===== config.mk =====
export PLATFORM = sky130hd
export DESIGN_NAME = stream_find_and_replace_flat
export DESIGN_NICKNAME = d
export VERILOG_FILES = /design/src/sv/sfr_pkg.sv /design/src/sv/sfr_req_if.sv /design/src/sv/sfr_rsp_if.sv /design/src/sv/sfr_csr_if.sv /design/src/sv/stream_find_and_replace.sv /design/src/sv/sfr_window.sv /design/src/flat_wrapper.sv
export VERILOG_INCLUDE_DIRS = /design/src /design/src/sv
export SDC_FILE = /design/constraint.sdc
export NUM_CORES = 1
export LEC_CHECK = 0
export ABC_CLOCK_PERIOD_IN_PS = 7700
export BUFFER_PORTS_ARGS = -buffer_cell sky130_fd_sc_hd__clkbuf_2
export CORE_ASPECT_RATIO = 1.1
export CORE_UTILIZATION = 40
export DETAILED_ROUTE_END_ITERATION = 10
export PLACE_DENSITY_LB_ADDON = 0.1
export SLEW_MARGIN = 10
export SYNTH_ARGS = -nofsm -noshare
export SYNTH_HDL_FRONTEND = slang
export SYNTH_SLANG_ARGS = --single-unit

===== constraint.sdc =====
create_clock -name clock -period 7.7 [get_ports clock]
set_input_delay 0.385 -clock clock [delete_from_list [all_inputs] [get_ports clock]]
set_output_delay 0.385 -clock clock [all_outputs]
set_load 0.05 [all_outputs]

===== src/sv/stream_find_and_replace_assert.svh =====
// Assertion helpers for the find-and-replace block.
`ifndef STREAM_FIND_AND_REPLACE_ASSERT_SVH
`define STREAM_FIND_AND_REPLACE_ASSERT_SVH

`ifndef SYNTHESIS

`define SFR_ASSERT_SAME(lbl, clk, rst, ante, cons) \
   lbl: assert property (@(posedge clk) disable iff (rst) (ante) |-> (cons)) \
      else $error("sfr: same-cycle check failed");

`define SFR_ASSERT_NEXT(lbl, clk, rst, ante, cons) \
   lbl: assert property (@(posedge clk) disable iff (rst) (ante) |=> (cons)) \
      else $error("sfr: next-cycle check failed");

`else

`define SFR_ASSERT_SAME(lbl, clk, rst, ante, cons)

`define SFR_ASSERT_NEXT(lbl, clk, rst, ante, cons)

`endif

`endif


===== src/sv/sfr_pkg.sv =====
package sfr_pkg;

   localparam int BYTE_W    = 8;
   localparam int WORD_W    = 64;
   localparam int LEN_W     = 4;
   localparam int CNT_W     = 4;
   localparam int CSR_IDX_W = 8;

   localparam logic [CSR_IDX_W-1:0] REG_PATTERN_BYTES      = 8'd0;
   localparam logic [CSR_IDX_W-1:0] REG_PATTERN_LENGTH     = 8'd1;
   localparam logic [CSR_IDX_W-1:0] REG_REPLACEMENT_BYTES  = 8'd2;
   localparam logic [CSR_IDX_W-1:0] REG_REPLACEMENT_LENGTH = 8'd3;

   // Describes the run of results that one accepted byte produces.
   typedef struct packed {
      logic [CNT_W-1:0] count;
      logic             present;
      logic             eot;
   } sfr_list_type;

endpackage


===== src/sv/sfr_req_if.sv =====
interface sfr_req_if;
   import sfr_pkg::*;

   logic              valid;
   logic              ready;
   logic [BYTE_W-1:0] data_byte;
   logic              end_of_text;

   modport source (output valid, output data_byte, output end_of_text, input ready);
   modport sink (input valid, input data_byte, input end_of_text, output ready);
endinterface


===== src/sv/sfr_rsp_if.sv =====
interface sfr_rsp_if;
   import sfr_pkg::*;

   logic              valid;
   logic              ready;
   logic [BYTE_W-1:0] out_byte;
   logic              byte_present;
   logic              last_of_run;
   logic              end_of_output;

   modport source (output valid, output out_byte, output byte_present,
                   output last_of_run, output end_of_output, input ready);
   modport sink (input valid, input out_byte, input byte_present,
                 input last_of_run, input end_of_output, output ready);
endinterface


===== src/sv/sfr_csr_if.sv =====
interface sfr_csr_if;
   import sfr_pkg::*;

   logic                 valid;
   logic                 ready;
   logic [CSR_IDX_W-1:0] index;
   logic [WORD_W-1:0]    data;

   modport source (output valid, output index, output data, input ready);
   modport sink (input valid, input index, input data, output ready);
endinterface


===== src/sv/stream_find_and_replace.sv =====
// Streaming find-and-replace.
// req_if  : one text byte per transaction, end_of_text on the final byte of a text.
// rsp_if  : one rewritten byte per transaction; last_of_run closes the results of one
//           input byte, end_of_output closes the text. An input byte that ends a text
//           but leaves nothing to send produces one empty marker (byte_present low).
// csr_if  : register writes (0 pattern, 1 pattern length, 2 replacement, 3 replacement
//           length); always ready. Write only while the block is idle; it is not enforced.
// Path    : an input byte is matched in the cycle it is taken; its results are
//           registered in a run buffer and leave it through the output register.
// Rate    : one result per cycle on rsp_if while rsp_if.ready is high. A byte with
//           zero or one result is taken every cycle unless the output stalls; a
//           byte with more results (up to the larger of the two length limits)
//           holds the input while the run buffer drains.
// Stall   : when rsp_if.ready is low the output register holds its result; the run
//           buffer still takes the next byte if it is empty, then input stops.
// Reset   : synchronous; clears the window, the buffers and all registers to zero.
`include "stream_find_and_replace_assert.svh"

module stream_find_and_replace #(
   parameter int PATTERN_MAX = 8,
   parameter int REPLACE_MAX = 8
) (
   input logic       clock,
   input logic       reset,
   sfr_req_if.sink   req_if,
   sfr_rsp_if.source rsp_if,
   sfr_csr_if.sink   csr_if
);
   import sfr_pkg::*;

   localparam int RES_MAX = (PATTERN_MAX > REPLACE_MAX) ? PATTERN_MAX : REPLACE_MAX;

   logic [WORD_W-1:0] pattern_bytes_ff, replacement_bytes_ff;
   logic [LEN_W-1:0]  pattern_length_ff, replacement_length_ff;

   logic [RES_MAX-1:0][BYTE_W-1:0] list_bytes;
   sfr_list_type                   list_info;

   logic [RES_MAX-1:0][BYTE_W-1:0] buf_ff, buf_in;
   logic [CNT_W-1:0]               buf_cnt_ff, buf_cnt_in;
   logic                           buf_present_ff, buf_present_in;
   logic                           buf_eot_ff, buf_eot_in;

   logic              out_valid_ff, out_valid_in;
   logic [BYTE_W-1:0] out_byte_ff, out_byte_in;
   logic              out_present_ff, out_present_in;
   logic              out_last_ff, out_last_in;
   logic              out_end_ff, out_end_in;

   logic move, pop, accept;

   assign csr_if.ready = 1'b1;

   always_ff @(posedge clock) begin
      if (reset) begin
         pattern_bytes_ff      <= '0;
         pattern_length_ff     <= '0;
         replacement_bytes_ff  <= '0;
         replacement_length_ff <= '0;
      end else if (csr_if.valid) begin
         case (csr_if.index)
            REG_PATTERN_BYTES:      pattern_bytes_ff      <= csr_if.data;
            REG_PATTERN_LENGTH:     pattern_length_ff     <= csr_if.data[LEN_W-1:0];
            REG_REPLACEMENT_BYTES:  replacement_bytes_ff  <= csr_if.data;
            REG_REPLACEMENT_LENGTH: replacement_length_ff <= csr_if.data[LEN_W-1:0];
            default: ;
         endcase
      end
   end

   assign move   = !out_valid_ff || rsp_if.ready;
   assign pop    = move && (buf_cnt_ff != '0);
   assign req_if.ready = (buf_cnt_ff == '0) || (buf_cnt_ff == CNT_W'(1) && move);
   assign accept = req_if.valid && req_if.ready;

   sfr_window #(
      .PATTERN_MAX (PATTERN_MAX),
      .REPLACE_MAX (REPLACE_MAX)
   ) u_window (
      .clock              (clock),
      .reset              (reset),
      .step_en            (accept),
      .data_byte          (req_if.data_byte),
      .end_of_text        (req_if.end_of_text),
      .pattern_bytes      (pattern_bytes_ff),
      .pattern_length     (pattern_length_ff),
      .replacement_bytes  (replacement_bytes_ff),
      .replacement_length (replacement_length_ff),
      .list_bytes         (list_bytes),
      .list_info          (list_info)
   );

   always_comb begin
      buf_in         = buf_ff;
      buf_cnt_in     = buf_cnt_ff;
      buf_present_in = buf_present_ff;
      buf_eot_in     = buf_eot_ff;
      if (accept) begin
         // buffer is empty or hands its last entry on in this cycle
         buf_in         = list_bytes;
         buf_cnt_in     = list_info.count;
         buf_present_in = list_info.present;
         buf_eot_in     = list_info.eot;
      end else if (pop) begin
         for (int i = 0; i < RES_MAX - 1; i++) begin
            buf_in[i] = buf_ff[i + 1];
         end
         buf_in[RES_MAX-1] = '0;
         buf_cnt_in = buf_cnt_ff - CNT_W'(1);
      end

      out_valid_in   = out_valid_ff;
      out_byte_in    = out_byte_ff;
      out_present_in = out_present_ff;
      out_last_in    = out_last_ff;
      out_end_in     = out_end_ff;
      if (move) begin
         out_valid_in   = buf_cnt_ff != '0;
         out_byte_in    = buf_ff[0];
         out_present_in = buf_present_ff;
         out_last_in    = buf_cnt_ff == CNT_W'(1);
         out_end_in     = buf_eot_ff && (buf_cnt_ff == CNT_W'(1));
      end
   end

   always_ff @(posedge clock) begin
      if (reset) begin
         buf_ff         <= '0;
         buf_cnt_ff     <= '0;
         buf_present_ff <= 1'b0;
         buf_eot_ff     <= 1'b0;
         out_valid_ff   <= 1'b0;
         out_byte_ff    <= '0;
         out_present_ff <= 1'b0;
         out_last_ff    <= 1'b0;
         out_end_ff     <= 1'b0;
      end else begin
         buf_ff         <= buf_in;
         buf_cnt_ff     <= buf_cnt_in;
         buf_present_ff <= buf_present_in;
         buf_eot_ff     <= buf_eot_in;
         out_valid_ff   <= out_valid_in;
         out_byte_ff    <= out_byte_in;
         out_present_ff <= out_present_in;
         out_last_ff    <= out_last_in;
         out_end_ff     <= out_end_in;
      end
   end

   assign rsp_if.valid         = out_valid_ff;
   assign rsp_if.out_byte      = out_byte_ff;
   assign rsp_if.byte_present  = out_present_ff;
   assign rsp_if.last_of_run   = out_last_ff;
   assign rsp_if.end_of_output = out_end_ff;

   `SFR_ASSERT_SAME(a_buf_bound, clock, reset, 1'b1, buf_cnt_ff <= CNT_W'(RES_MAX))
   `SFR_ASSERT_NEXT(a_eot_loads, clock, reset, accept && req_if.end_of_text,
                    buf_cnt_ff != '0 && buf_eot_ff)
   `SFR_ASSERT_SAME(a_marker, clock, reset, out_valid_ff && !out_present_ff,
                    out_byte_ff == '0 && out_end_ff && out_last_ff)
endmodule


===== src/sv/sfr_window.sv =====
module sfr_window #(
   parameter int PATTERN_MAX = 8,
   parameter int REPLACE_MAX = 8
) (
   input  logic                          clock,
   input  logic                          reset,
   input  logic                          step_en,
   input  logic [sfr_pkg::BYTE_W-1:0]    data_byte,
   input  logic                          end_of_text,
   input  logic [sfr_pkg::WORD_W-1:0]    pattern_bytes,
   input  logic [sfr_pkg::LEN_W-1:0]     pattern_length,
   input  logic [sfr_pkg::WORD_W-1:0]    replacement_bytes,
   input  logic [sfr_pkg::LEN_W-1:0]     replacement_length,
   output logic [((PATTERN_MAX > REPLACE_MAX) ? PATTERN_MAX : REPLACE_MAX)-1:0]
                [sfr_pkg::BYTE_W-1:0]    list_bytes,
   output sfr_pkg::sfr_list_type         list_info
);
   import sfr_pkg::*;

   localparam int RES_MAX = (PATTERN_MAX > REPLACE_MAX) ? PATTERN_MAX : REPLACE_MAX;
   localparam int FILL_W  = $clog2(PATTERN_MAX + 1);
   localparam int RLEN_W  = $clog2(REPLACE_MAX + 1);

   logic [PATTERN_MAX-1:0][BYTE_W-1:0] win_ff, win_in;
   logic [FILL_W-1:0]                  fill_ff, fill_in;

   logic [PATTERN_MAX-1:0][BYTE_W-1:0] w_ext;
   logic [FILL_W-1:0]                  fill_new, plen_e, target, n_pop;
   logic [RLEN_W-1:0]                  rlen_e;
   logic                               over, full_eq, match, hit;

   always_comb begin
      // window with the new byte appended at the fill position
      w_ext = win_ff;
      for (int i = 0; i < PATTERN_MAX; i++) begin
         if (FILL_W'(i) == fill_ff) begin
            w_ext[i] = data_byte;
         end
      end
      fill_new = fill_ff + FILL_W'(1);

      plen_e = (pattern_length > LEN_W'(PATTERN_MAX)) ? FILL_W'(PATTERN_MAX)
                                                      : FILL_W'(pattern_length);
      rlen_e = (replacement_length > LEN_W'(REPLACE_MAX)) ? RLEN_W'(REPLACE_MAX)
                                                          : RLEN_W'(replacement_length);
      target = (plen_e == '0) ? '0 : plen_e - FILL_W'(1);

      match = 1'b1;
      for (int i = 0; i < PATTERN_MAX; i++) begin
         if (FILL_W'(i) < plen_e && w_ext[i] != pattern_bytes[BYTE_W*i +: BYTE_W]) begin
            match = 1'b0;
         end
      end

      over    = fill_new > plen_e;
      full_eq = fill_new == plen_e;
      hit     = full_eq && match;

      if (hit || end_of_text) begin
         n_pop = hit ? '0 : fill_new;
      end else if (over) begin
         n_pop = fill_new - target;
      end else if (full_eq) begin
         n_pop = FILL_W'(1);
      end else begin
         n_pop = '0;
      end

      fill_in = hit ? '0 : fill_new - n_pop;

      // drop the emitted bytes from the front
      win_in = '0;
      for (int i = 0; i < PATTERN_MAX; i++) begin
         for (int k = 0; k <= PATTERN_MAX; k++) begin
            if (FILL_W'(k) == n_pop && i + k < PATTERN_MAX) begin
               win_in[i] = w_ext[(i + k) % PATTERN_MAX];
            end
         end
      end

      list_bytes = '0;
      for (int j = 0; j < RES_MAX; j++) begin
         if (hit) begin
            if (j < REPLACE_MAX) begin
               list_bytes[j] = replacement_bytes[BYTE_W*(j % REPLACE_MAX) +: BYTE_W];
            end
         end else if (j < PATTERN_MAX) begin
            list_bytes[j] = w_ext[j % PATTERN_MAX];
         end
      end

      list_info.count   = hit ? CNT_W'(rlen_e) : CNT_W'(n_pop);
      list_info.present = 1'b1;
      list_info.eot     = end_of_text;
      // empty end marker when the final byte leaves nothing to send
      if (end_of_text && list_info.count == '0) begin
         list_info.count   = CNT_W'(1);
         list_info.present = 1'b0;
         list_bytes        = '0;
      end
   end

   always_ff @(posedge clock) begin
      if (reset) begin
         win_ff  <= '0;
         fill_ff <= '0;
      end else if (step_en) begin
         win_ff  <= win_in;
         fill_ff <= fill_in;
      end
   end
endmodule


===== src/flat_wrapper.sv =====
// flat-port wrapper written by rule: the top's interface ports become plain ports
module stream_find_and_replace_flat import sfr_pkg::*;
#(
   parameter int PATTERN_MAX = 8,
   parameter int REPLACE_MAX = 8
)
  (clock, reset, req_if_valid, req_if_data_byte, req_if_end_of_text, req_if_ready, rsp_if_valid, rsp_if_out_byte, rsp_if_byte_present, rsp_if_last_of_run, rsp_if_end_of_output, rsp_if_ready, csr_if_valid, csr_if_index, csr_if_data, csr_if_ready);
  sfr_req_if req_if_i ();
  sfr_rsp_if rsp_if_i ();
  sfr_csr_if csr_if_i ();
  input logic clock;
  input logic reset;
  input wire logic [$bits(req_if_i.valid)-1:0] req_if_valid;
  input wire logic [$bits(req_if_i.data_byte)-1:0] req_if_data_byte;
  input wire logic [$bits(req_if_i.end_of_text)-1:0] req_if_end_of_text;
  output wire logic [$bits(req_if_i.ready)-1:0] req_if_ready;
  output wire logic [$bits(rsp_if_i.valid)-1:0] rsp_if_valid;
  output wire logic [$bits(rsp_if_i.out_byte)-1:0] rsp_if_out_byte;
  output wire logic [$bits(rsp_if_i.byte_present)-1:0] rsp_if_byte_present;
  output wire logic [$bits(rsp_if_i.last_of_run)-1:0] rsp_if_last_of_run;
  output wire logic [$bits(rsp_if_i.end_of_output)-1:0] rsp_if_end_of_output;
  input wire logic [$bits(rsp_if_i.ready)-1:0] rsp_if_ready;
  input wire logic [$bits(csr_if_i.valid)-1:0] csr_if_valid;
  input wire logic [$bits(csr_if_i.index)-1:0] csr_if_index;
  input wire logic [$bits(csr_if_i.data)-1:0] csr_if_data;
  output wire logic [$bits(csr_if_i.ready)-1:0] csr_if_ready;
  assign req_if_i.valid = req_if_valid;
  assign req_if_i.data_byte = req_if_data_byte;
  assign req_if_i.end_of_text = req_if_end_of_text;
  assign req_if_ready = req_if_i.ready;
  assign rsp_if_valid = rsp_if_i.valid;
  assign rsp_if_out_byte = rsp_if_i.out_byte;
  assign rsp_if_byte_present = rsp_if_i.byte_present;
  assign rsp_if_last_of_run = rsp_if_i.last_of_run;
  assign rsp_if_end_of_output = rsp_if_i.end_of_output;
  assign rsp_if_i.ready = rsp_if_ready;
  assign csr_if_i.valid = csr_if_valid;
  assign csr_if_i.index = csr_if_index;
  assign csr_if_i.data = csr_if_data;
  assign csr_if_ready = csr_if_i.ready;
  stream_find_and_replace #(.PATTERN_MAX(PATTERN_MAX), .REPLACE_MAX(REPLACE_MAX)) u_core (.clock(clock), .reset(reset), .req_if(req_if_i), .rsp_if(rsp_if_i), .csr_if(csr_if_i));
endmodule

# Word-level counts from Yosys, hierarchy flattened
# Index checks and enable logic that the tools add are counted.
[op_classes]
n_eq_ne = 27
multipliers = 0
mux = 75
n_addsub = 5
shift = 0
div = 0
n_bitwise = 0
magnitude_cmp = 11
reduce_logical = 30
[op_table]
columns = ["operator", "n"]
rows = [
  ["8-bit 2-to-1 mux", 52],
  ["64-bit 2-to-1 mux", 3],
  ["8-bit != test", 8],
  ["4-bit 2-to-1 mux", 10],
  ["3-bit by 4-bit equality test with 1-bit output (first input constant)", 8],
  ["4-bit logical NOT", 5],
  ["2-bit by 4-bit equality test with 1-bit output (first input constant)", 4],
  ["8-bit by 2-bit equality test with 1-bit output (second input constant)", 2],
  ["3-bit by 4-bit less-than comparator with 1-bit output (first input constant)", 4],
  ["1-bit logical AND", 14],
  ["1-bit 2-to-1 mux", 9],
  ["1-bit by 4-bit equality test with 1-bit output (first input constant)", 2],
  ["8-bit by 1-bit equality test with 1-bit output (second input constant)", 1],
  ["4-bit greater-than comparator (second input constant)", 2],
  ["8-bit logical NOT", 1],
  ["1-bit by 4-bit less-than comparator with 1-bit output (first input constant)", 2],
  ["2-bit by 4-bit less-than comparator with 1-bit output (first input constant)", 2],
  ["2-bit AND reduction", 4],
  ["4-bit by 1-bit subtractor with 4-bit output (second input constant)", 2],
  ["4-bit subtractor", 2],
  ["5-bit 2-to-1 mux", 1],
  ["4-bit by 1-bit adder with 4-bit output (second input constant)", 1],
  ["4-bit by 1-bit equality test with 1-bit output (second input constant)", 1],
  ["4-bit equality test", 1],
  ["other kinds (5)", 7],
]
[word_totals]
wordCells = 177
mem_count = 0
output_inout_bits = 14
latch_bits = 0
mem_bits_rw = 0
romBits = 0
ff_bits = 286

# Depth between registers and ports, before layout
# Gate-level depths: netlist of run 1.
[logic_depth]
ltp_word = 24
depth_mapped = 22
ltp_nobuf = 19

# By module
# Synthesis of run 1 repeated with hierarchy kept, for this count alone.
[hier_totals]
hier_cells = 2234
hier_area_um2 = 17294.1
[by_module_without_submodules]
columns = ["module", "instances", "seq_area_each_um2", "area_each_um2", "cells_each"]
rows = [
  ["sfr_window", 1, 1361.3, 8800.9, 1203],
  ["stream_find_and_replace", 1, 4364.2, 8493.1, 1031],
]

# Worst setup path after synthesis of run 1
# No wires, ideal clock.
[synth_path]
path_kind = "flip-flop to flip-flop"
startpoint = "register u_core.u_window.fill_ff[0]"
endpoint = "register u_core.u_window.fill_ff[3]"
synth_period_minus_slack_ns = 4.212
setup_ns = 0.128
stages_incl_launch_ff = 21
required_time_ns = 7.572
arrival_ns = 4.084
n_path_buf = 3
setup_slack_ns = 3.488
path_cell_list = "dfxtp_1 > inv_1 > ha_1 > nor3b_1 > buf_2 > mux2i_1 > xnor2_1 > nor2_1 > a32oi_1 > a2111oi_4 > nand2_1 > clkbuf_1 > clkbuf_1 > nand2_1 > ha_1 > a21o_1 > a21oi_1 > xnor2_1 > nor3_1 > a21oi_1 > nor2_1"
[synth_via]
elab_chain_len = 17
elab_cells_between_ends = 52
[synth_rtl]
columns = ["item", "line", "text"]
rows = [
  ["start: declaration", "sfr_window.sv:25", "logic [FILL_W-1:0] fill_ff, fill_in;"],
  ["start signal: assignment", "sfr_window.sv:109", "fill_ff <= fill_in;"],
  ["4-bit logical NOT", "sfr_window.sv:36", "if (FILL_W'(i) == fill_ff) begin"],
  ["8-bit 2-to-1 mux", "sfr_window.sv:36", ""],
  ["8-bit != test", "sfr_window.sv:50", "if (FILL_W'(i) < plen_e && w_ext[i] != pattern_bytes[BYTE_W*i +: BYTE_W]) begin"],
  ["1-bit logical AND", "sfr_window.sv:50", ""],
  ["1-bit 2-to-1 mux (8 in series)", "sfr_window.sv:50", ""],
  ["1-bit logical AND", "sfr_window.sv:57", "hit = full_eq && match;"],
  ["4-bit 2-to-1 mux or 1-bit logical OR (tied branches)", "sfr_window.sv:60, sfr_window.sv:59", ""],
  ["4-bit 2-to-1 mux", "sfr_window.sv:59", "if (hit || end_of_text) begin"],
  ["4-bit subtractor", "sfr_window.sv:69", "fill_in = hit ? '0 : fill_new - n_pop;"],
  ["4-bit 2-to-1 mux *", "sfr_window.sv:69", ""],
]
# Every way passes the cells marked *; elsewhere a longest branch is shown, timed or not.
# A chain may end at the register's enable or synchronous reset.

# Worst setup path in the final report of run 1
[layout_path]
startpoint = "register u_core.u_window.fill_ff[0]"
endpoint = "register u_core.buf_ff[36] in the netlist's numbering"
[layout_via]
elab_chain_len = 20
elab_cells_between_ends = 56
[layout_rtl]
columns = ["item", "line", "text"]
rows = [
  ["4-bit logical NOT", "sfr_window.sv:36", ""],
  ["8-bit 2-to-1 mux", "sfr_window.sv:36", ""],
  ["8-bit != test", "sfr_window.sv:50", ""],
  ["1-bit logical AND", "sfr_window.sv:50", ""],
  ["1-bit 2-to-1 mux (8 in series)", "sfr_window.sv:50", ""],
  ["1-bit logical AND", "sfr_window.sv:57", ""],
  ["4-bit 2-to-1 mux or 1-bit logical OR (tied branches)", "sfr_window.sv:60, sfr_window.sv:59", ""],
  ["4-bit 2-to-1 mux", "sfr_window.sv:59", ""],
  ["4-bit 2-to-1 mux", "sfr_window.sv:92", "list_info.count = hit ? CNT_W'(rlen_e) : CNT_W'(n_pop);"],
  ["4-bit logical NOT", "sfr_window.sv:96", "if (end_of_text && list_info.count == '0) begin"],
  ["1-bit logical AND", "sfr_window.sv:96", ""],
  ["64-bit 2-to-1 mux *", "sfr_window.sv:96", ""],
  ["64-bit 2-to-1 mux *", "stream_find_and_replace.sv:98", "if (accept) begin"],
  ["end signal: assignment", "stream_find_and_replace.sv:138", "buf_ff <= buf_in;"],
  ["end: declaration", "stream_find_and_replace.sv:39", "logic [RES_MAX-1:0][BYTE_W-1:0] buf_ff, buf_in;"],
]
# Marked as above.

==> impl_metrics.ini, run 1 <==
[setup_path]
end_kind = register
r2r_setup_slack_ns = 1.85
cp.required_ns = 8.11
reg2reg_to = u_core.buf_ff[36]$_SDFFE_PP0P_
reg2reg_from = u_core.u_window.fill_ff[0]$_SDFFE_PP0P_
rr_worst_depth = 14
crit_fanout = 50
arrival_ns = 6.26
critPathLaunchType = register
crit_type = register to register

[grt]
track_usage_pct = 32.5
grt_pass1_wl_mm = 103
grt-ovfl-total = 0
grt_pass1_vias = 16100
antenna_found_initial = 1
grt_max_degree = 78

[floorplanning]
dieArea_mm2 = 0.0418
core-area_mm2 = 0.0403
die_y_um = 214
start_util_pct = 40.7
ios = 100
die_width_um = 195
placementRows = 77

[finish]
final_cell_mix = 390 x nand2_1, 286 x dfxtp_1, 271 x a21oi_1, 192 x o21ai_0, 129 x nor2_1
antennaDiodeCount = 0
design_area_mm2 = 0.0183
area_delta_synth_final_pct = 11.3
nets = 2214
multi_input_area_mm2 = 0.00977
seqCellArea_mm2 = 0.00573
drive_gt1_share_pct = 14.4
fill_cells = 4123
layout_commonest_cell = nand2_1

[logic_synthesis]
syn_inst = 2110
yosys-top-cells-area = dfxtp_1 35%, nand2_1 9.0%, a21oi_1 8.3%
synth.avg_cell_area_um2 = 7.77
synthFlopType = dfxtp_1
synth-edff-count = 0
synth_top_area_share_pct = 34.9
synth.distinct_cells = 85
async_reset_ff_share_pct = 0
syn_nets = 2215
synth_area_mm2 = 0.0164
synth_top_area_cell = dfxtp_1
ys_seq_elements = 286
yosys_warnings = 0
yosysSeqAreaShare_pct = 34.9

[route]
vias = 16700
initialDrtViolationCount = 1739
wl_per_cell_um = 25.9
drcViolationCount = 0
ant_nets = 0
vias_per_cell = 6.33
dr.pass1.iters = 7
drt_wl_total_mm = 68.5

[place]
place_area_mm2 = 0.0172
portBuffers = 98
dp.final_hpwl_mm = 46.9
globalplace.congestion = 0.991

[clock_tree]
cts-buffers-inserted = 35
path_clk_slew_ns = 0.06
cts_buffer_depth = 3
root_buffer = clkbuf_16
post-cts-setup-buffer-count = 0
cts_tree = yes
clk_latency_ns = 0.56
post_cts_resized = 0
holdBufCountCts = 0
cts.sinks = 286
h-tree-depth = 2

[timing]
worst-slew-pin-transition_ns = 1.22
max_freq_mhz = 171
period_share_pct = 76.0
maxSlewViolCount = 0
finalHoldViolations = 0
finalSetupViolCount = 0
rsz0062_at_grt = no
fin_crit_ns = 5.85
fin_tns_setup_ns = 0
timing.slew.headroom_pct = 17.8
fin_skew_ns = 0.0219

[pwr]
peakVddDrop_v = 0.000222
power.density_mw_per_mm2 = 404
power_leakage_uw = 0.00653

[status]
status = complete, no violations

[min_path]
whs_endpoint = u_core.replacement_bytes_ff[43]$_SDFFE_PP0P_
holdPathStages = 3
hold_class = input port to register
hp-start = csr_if_data[43]

[job]
timing.max_cap.violations = 0
registers in the layout, summed over array words and instances (netlist names):
register and count:
u_core.buf_ff 64, u_core.pattern_bytes_ff 64, u_core.replacement_bytes_ff 64, u_core.u_window.win_ff 64
u_core.rsp_if.out_byte 8, u_core.buf_cnt_ff 4, u_core.pattern_length_ff 4, u_core.replacement_length_ff 4
u_core.u_window.fill_ff 4, u_core.buf_eot_ff 1, u_core.buf_present_ff 1, u_core.rsp_if.byte_present 1
u_core.rsp_if.end_of_output 1, u_core.rsp_if.last_of_run 1, u_core.rsp_if.valid 1
worst max-delay path by stage:
stage	from	to	slack [ns]
floorplan	u_core.u_window.fill_ff[0]$_SDFFE_PP0P_	u_core.u_window.fill_ff[3]$_SDFFE_PP0P_	3.49
global placement	u_core.u_window.fill_ff[0]$_SDFFE_PP0P_	u_core.buf_ff[32]$_SDFFE_PP0P_	2.20
detailed placement	u_core.u_window.fill_ff[0]$_SDFFE_PP0P_	u_core.buf_ff[36]$_SDFFE_PP0P_	2.01
CTS	u_core.u_window.fill_ff[0]$_SDFFE_PP0P_	u_core.buf_ff[36]$_SDFFE_PP0P_	1.99
global route	u_core.u_window.fill_ff[0]$_SDFFE_PP0P_	u_core.buf_ff[40]$_SDFFE_PP0P_	1.61
finish	u_core.u_window.fill_ff[0]$_SDFFE_PP0P_	u_core.buf_ff[36]$_SDFFE_PP0P_	1.85
power by group:
group / switching (µW) / leakage, µW / total, µW / internal (µW)
clock: 676 / 0.000528 / 1590 / 910
sequential: 186 / 0.00232 / 1890 / 1710
combinational: 2720 / 0.00368 / 3900 / 1180
per-stage QoR:
step | setup slack, ns | total power, µW | utilization, % | std cells | hold slack (ns)
after detailed placement | 2.01 | 5700 | 42.7 | 2585 | 0.436
after global placement | 2.20 | 5700 | 42.7 | 2585 | 0.433
after floorplan | 3.49 | 4430 | - | 2110 | 0.420
final | 1.85 | 7380 | 45.3 | 2643 | 0.0578
after global routing | 1.61 | 7680 | 45.3 | 2643 | 0.0522
after CTS | 1.99 | 7290 | 45.3 | 2643 | 0.0400
routing by layer:
metal	GRT usage, %	vias up	wire length [µm]
li1	-	7630	-
met1	43.3	8160	28800
met2	51.1	779	31100
met3	5.43	165	5280
met4	15.2	0	3300
met5	0	-	0
worst max-delay path, stage by stage, from the launching register on:
cell	delay [ns]
dfxtp_1	0.50
inv_1	0.18
ha_1	0.25
nand3b_1	0.65
mux2i_1	0.68
nor2_1	0.07
a2111oi_0	0.45
a21oi_1	0.13
o41a_1	0.40
o21ai_2	0.34
nand2_2	0.15
a22oi_1	0.31
and4b_4	1.04
buf_4	0.39
o32ai_2	0.12
cell usage after synthesis, drive strengths merged (6+ instances only):
cell type  number
nand2         393
dfxtp         286
a21oi         273
o21ai         208
clkbuf        144
nor2          132
o32ai          60
mux2i          57
inv            54
buf            38
o22ai          32
xnor2          31
xor2           29
nand3          28
a221oi         27
nor3           25
a22oi          19
a222oi         18
mux2           18
ha             17
o221ai         16
a22o           15
a31oi          14
nor2b          14
nand4          11
a211oi         10
nand2b         10
o21a           10
o211ai          8
o31ai           8
a32o            7
and2            7
nor4            7
a21boi          6
a2bb2oi         6
o221a           6
final cells by class:
type                       count  area share [%]
clock inverter                12           0.569
timing repair buffer         144            4.61
inverter                      56            1.15
sequential                   286            31.4
clock buffer                  46            5.24
multi-input combinational   1586            53.5
tap                          513            3.52
kinds of logic after synthesis:
family	synth area share (%)
DFF	34.9
xor gates and xnor gates	3.21
and+or+nand+nor	16.8
muxes	4.74
other	0.0229
adders and majority gates	1.54
buffers and inverters	6.07
AOI/OAI and AO/OA	32.7
Power figures use the tool's default switching activity.
==> run 2, diff against run 1 <==
ABC_CLOCK_PERIOD_IN_PS = 5160   (was 7700)
clock period = 5.16 ns   (was 7.7 ns; I/O delays follow)
==> run 2 against run 1 <==
Compared with the run above:
- core utilization increased by 3.1 points
- hold slack got worse by 0.031 ns
- largest cell class unchanged
- register-to-register slack got worse by 1.7 ns
- critical path depth unchanged
==> impl_metrics.ini, run 2 (synthesis results as in run 1) <==
[place]
dp.final_hpwl_mm = 49.6
globalplace.congestion = 0.999
place_ws_ns = 0.240
placed_cells = 2644
portBuffers = 98

[grt]
track_usage_pct = 33.7
antenna_found_initial = 1
grt-ovfl-total = 0
grt_max_degree = 151
grt_pass1_vias = 16600
grt_pass1_wl_mm = 107

[setup_path]
cp_cell_sequence = inv_1 -> ha_1 -> nand3b_4 -> or4_1 -> nor3_1 -> o221ai_1 -> o21ai_1 -> or4b_4 -> o21a_1 -> nor2_4 -> buf_12 -> nor2_1 -> a22o_1 -> o31a_1
crit_slowest_cell = or4_1
reg2reg_to = u_core.u_window.win_ff[34]$_SDFFE_PP0P_
cp.depth = 14
critPathLaunchType = register
arrival_ns = 5.46
r2r_setup_slack_ns = 0.14
crit_fanout = 150
crit_type = register to register
rr_worst_depth = 14
crit_family = simple AND/OR/NAND/NOR gates
end_kind = register
reg2reg_from = u_core.u_window.fill_ff[0]$_SDFFE_PP0P_
crit_buf_inv = 2
cp.required_ns = 5.60
cpPeakStageDelay_ns = 0.58

[min_path]
whs_endpoint = u_core.replacement_bytes_ff[0]$_SDFFE_PP0P_
holdPathStages = 3
hp-start = csr_if_data[0]
hold_class = input port to register

[pwr]
power.density_mw_per_mm2 = 595
power_leakage_uw = 0.00715
peakVddDrop_v = 0.000306
total_power_uw = 11600

[floorplanning]
placementRows = 77
die_y_um = 214
dieArea_mm2 = 0.0418
ios = 100
core-area_mm2 = 0.0403
die_width_um = 195
start_util_pct = 40.7

[clock_tree]
h-tree-depth = 2
path_clk_slew_ns = 0.07
root_buffer = clkbuf_16
cts.sinks = 286
cts_tree = yes
cts-buffers-inserted = 36
post-cts-setup-buffer-count = 0
clk_latency_ns = 0.56
cts_buffer_depth = 3

[timing]
finalHoldViolations = 0
timing.slew.headroom_pct = 30.8
setup_ws_ns = 0.142
finalSetupViolCount = 0
fin_tns_setup_ns = 0
worst-slew-pin-transition_ns = 1.04
max_freq_mhz = 199
whs_ns = 0.0271
period_share_pct = 97.2
fin_crit_ns = 5.02
rsz0062_at_grt = no
fin_skew_ns = 0.0159
maxSlewViolCount = 0

[route]
wl_per_cell_um = 25.8
vias = 17200
dr.pass1.iters = 7
ant_nets = 0
initialDrtViolationCount = 1806
drt_wl_total_mm = 71.4
vias_per_cell = 6.20
drcViolationCount = 0

[finish]
nets = 2336
final_cell_mix = 390 x nand2_1, 286 x dfxtp_1, 271 x a21oi_1, 192 x o21ai_0, 129 x nor2_1
drive_gt1_share_pct = 16.7
instances_no_fill = 2768
layout_commonest_cell = nand2_1
area_delta_synth_final_pct = 18.9

[job]
timing.max_cap.violations = 0

[status]
status = complete, no violations
[run 2: cell types whose count changed in the layout (fill, tap and decap cells not counted), sizes merged]
cell / delta
buf: +59
inv: -2
bufinv: +1
clkinv: +1
dlygate4sd3: +62
diode: +1
clkinvlp: +3
[run 2: how the worst max path moves through the flow]
stage	slack [ns]	startpoint	end
after floorplan	0.95	u_core.u_window.fill_ff[0]$_SDFFE_PP0P_	u_core.u_window.fill_ff[3]$_SDFFE_PP0P_
after global placement	0.37	u_core.u_window.fill_ff[0]$_SDFFE_PP0P_	u_core.u_window.win_ff[34]$_SDFFE_PP0P_
after detailed placement	0.24	u_core.u_window.fill_ff[0]$_SDFFE_PP0P_	u_core.u_window.win_ff[34]$_SDFFE_PP0P_
after CTS	0.25	u_core.u_window.fill_ff[0]$_SDFFE_PP0P_	u_core.u_window.win_ff[34]$_SDFFE_PP0P_
after global routing	0.06	u_core.u_window.fill_ff[0]$_SDFFE_PP0P_	u_core.u_window.win_ff[34]$_SDFFE_PP0P_
final	0.14	u_core.u_window.fill_ff[0]$_SDFFE_PP0P_	u_core.u_window.win_ff[34]$_SDFFE_PP0P_
[run 2: layout make-up]
cell class                      instances  area, µm²
Fill cell                            4101      20800
Multi-Input combinational cell       1586       9760
Sequential cell                       286       5730
Timing Repair Buffer                  265       1970
Clock buffer                           46       1050
Tap cell                              513        642
Inverter                               56        210
Clock inverter                         15        148
Antenna cell                            1       2.50
[run 2: layer usage]
layer  GRT usage [%]  wire length [µm]  vias to the layer above  share of wire (%)
li1                -                 -                     7862                  -
met1            44.6             30300                     8375                 42
met2            54.0             32800                      735                 46
met3            4.47              4850                      196                6.8
met4            16.5              3460                        0                4.8
met5               0                 0                        -                  0
[run 2: through the flow]
stage,cell area (µm²),utilization (%)
after floorplan,16400,-
after global placement,17700,43.9
after detailed placement,17700,43.9
after CTS,19500,48.4
after global routing,19500,48.4
final,19500,48.4
[run 2: report_power, final]
group          switching (µW)  internal, µW  total [µW]
combinational            4170          2050        6210
sequential                270          2550        2820
clock                    1040          1540        2580
total                    5470          6130       11600
[run 2: worst register-to-register path, delay by kind of cell, from the launching register on]
family	cells	cell delay, ns
and+or+nand+nor	6	2.15
adders and majority gates	1	0.30
AOI/OAI and AO/OA	5	1.37
DFF	1	0.39
buffers and inverters	2	0.67
[run 2: repair_timing]
action | CTS | global route
resized for setup | 0 | 1
setup endpoints to repair | 0 | 1
hold endpoints to repair | 124 | 0
hold buffers | 62 | 0
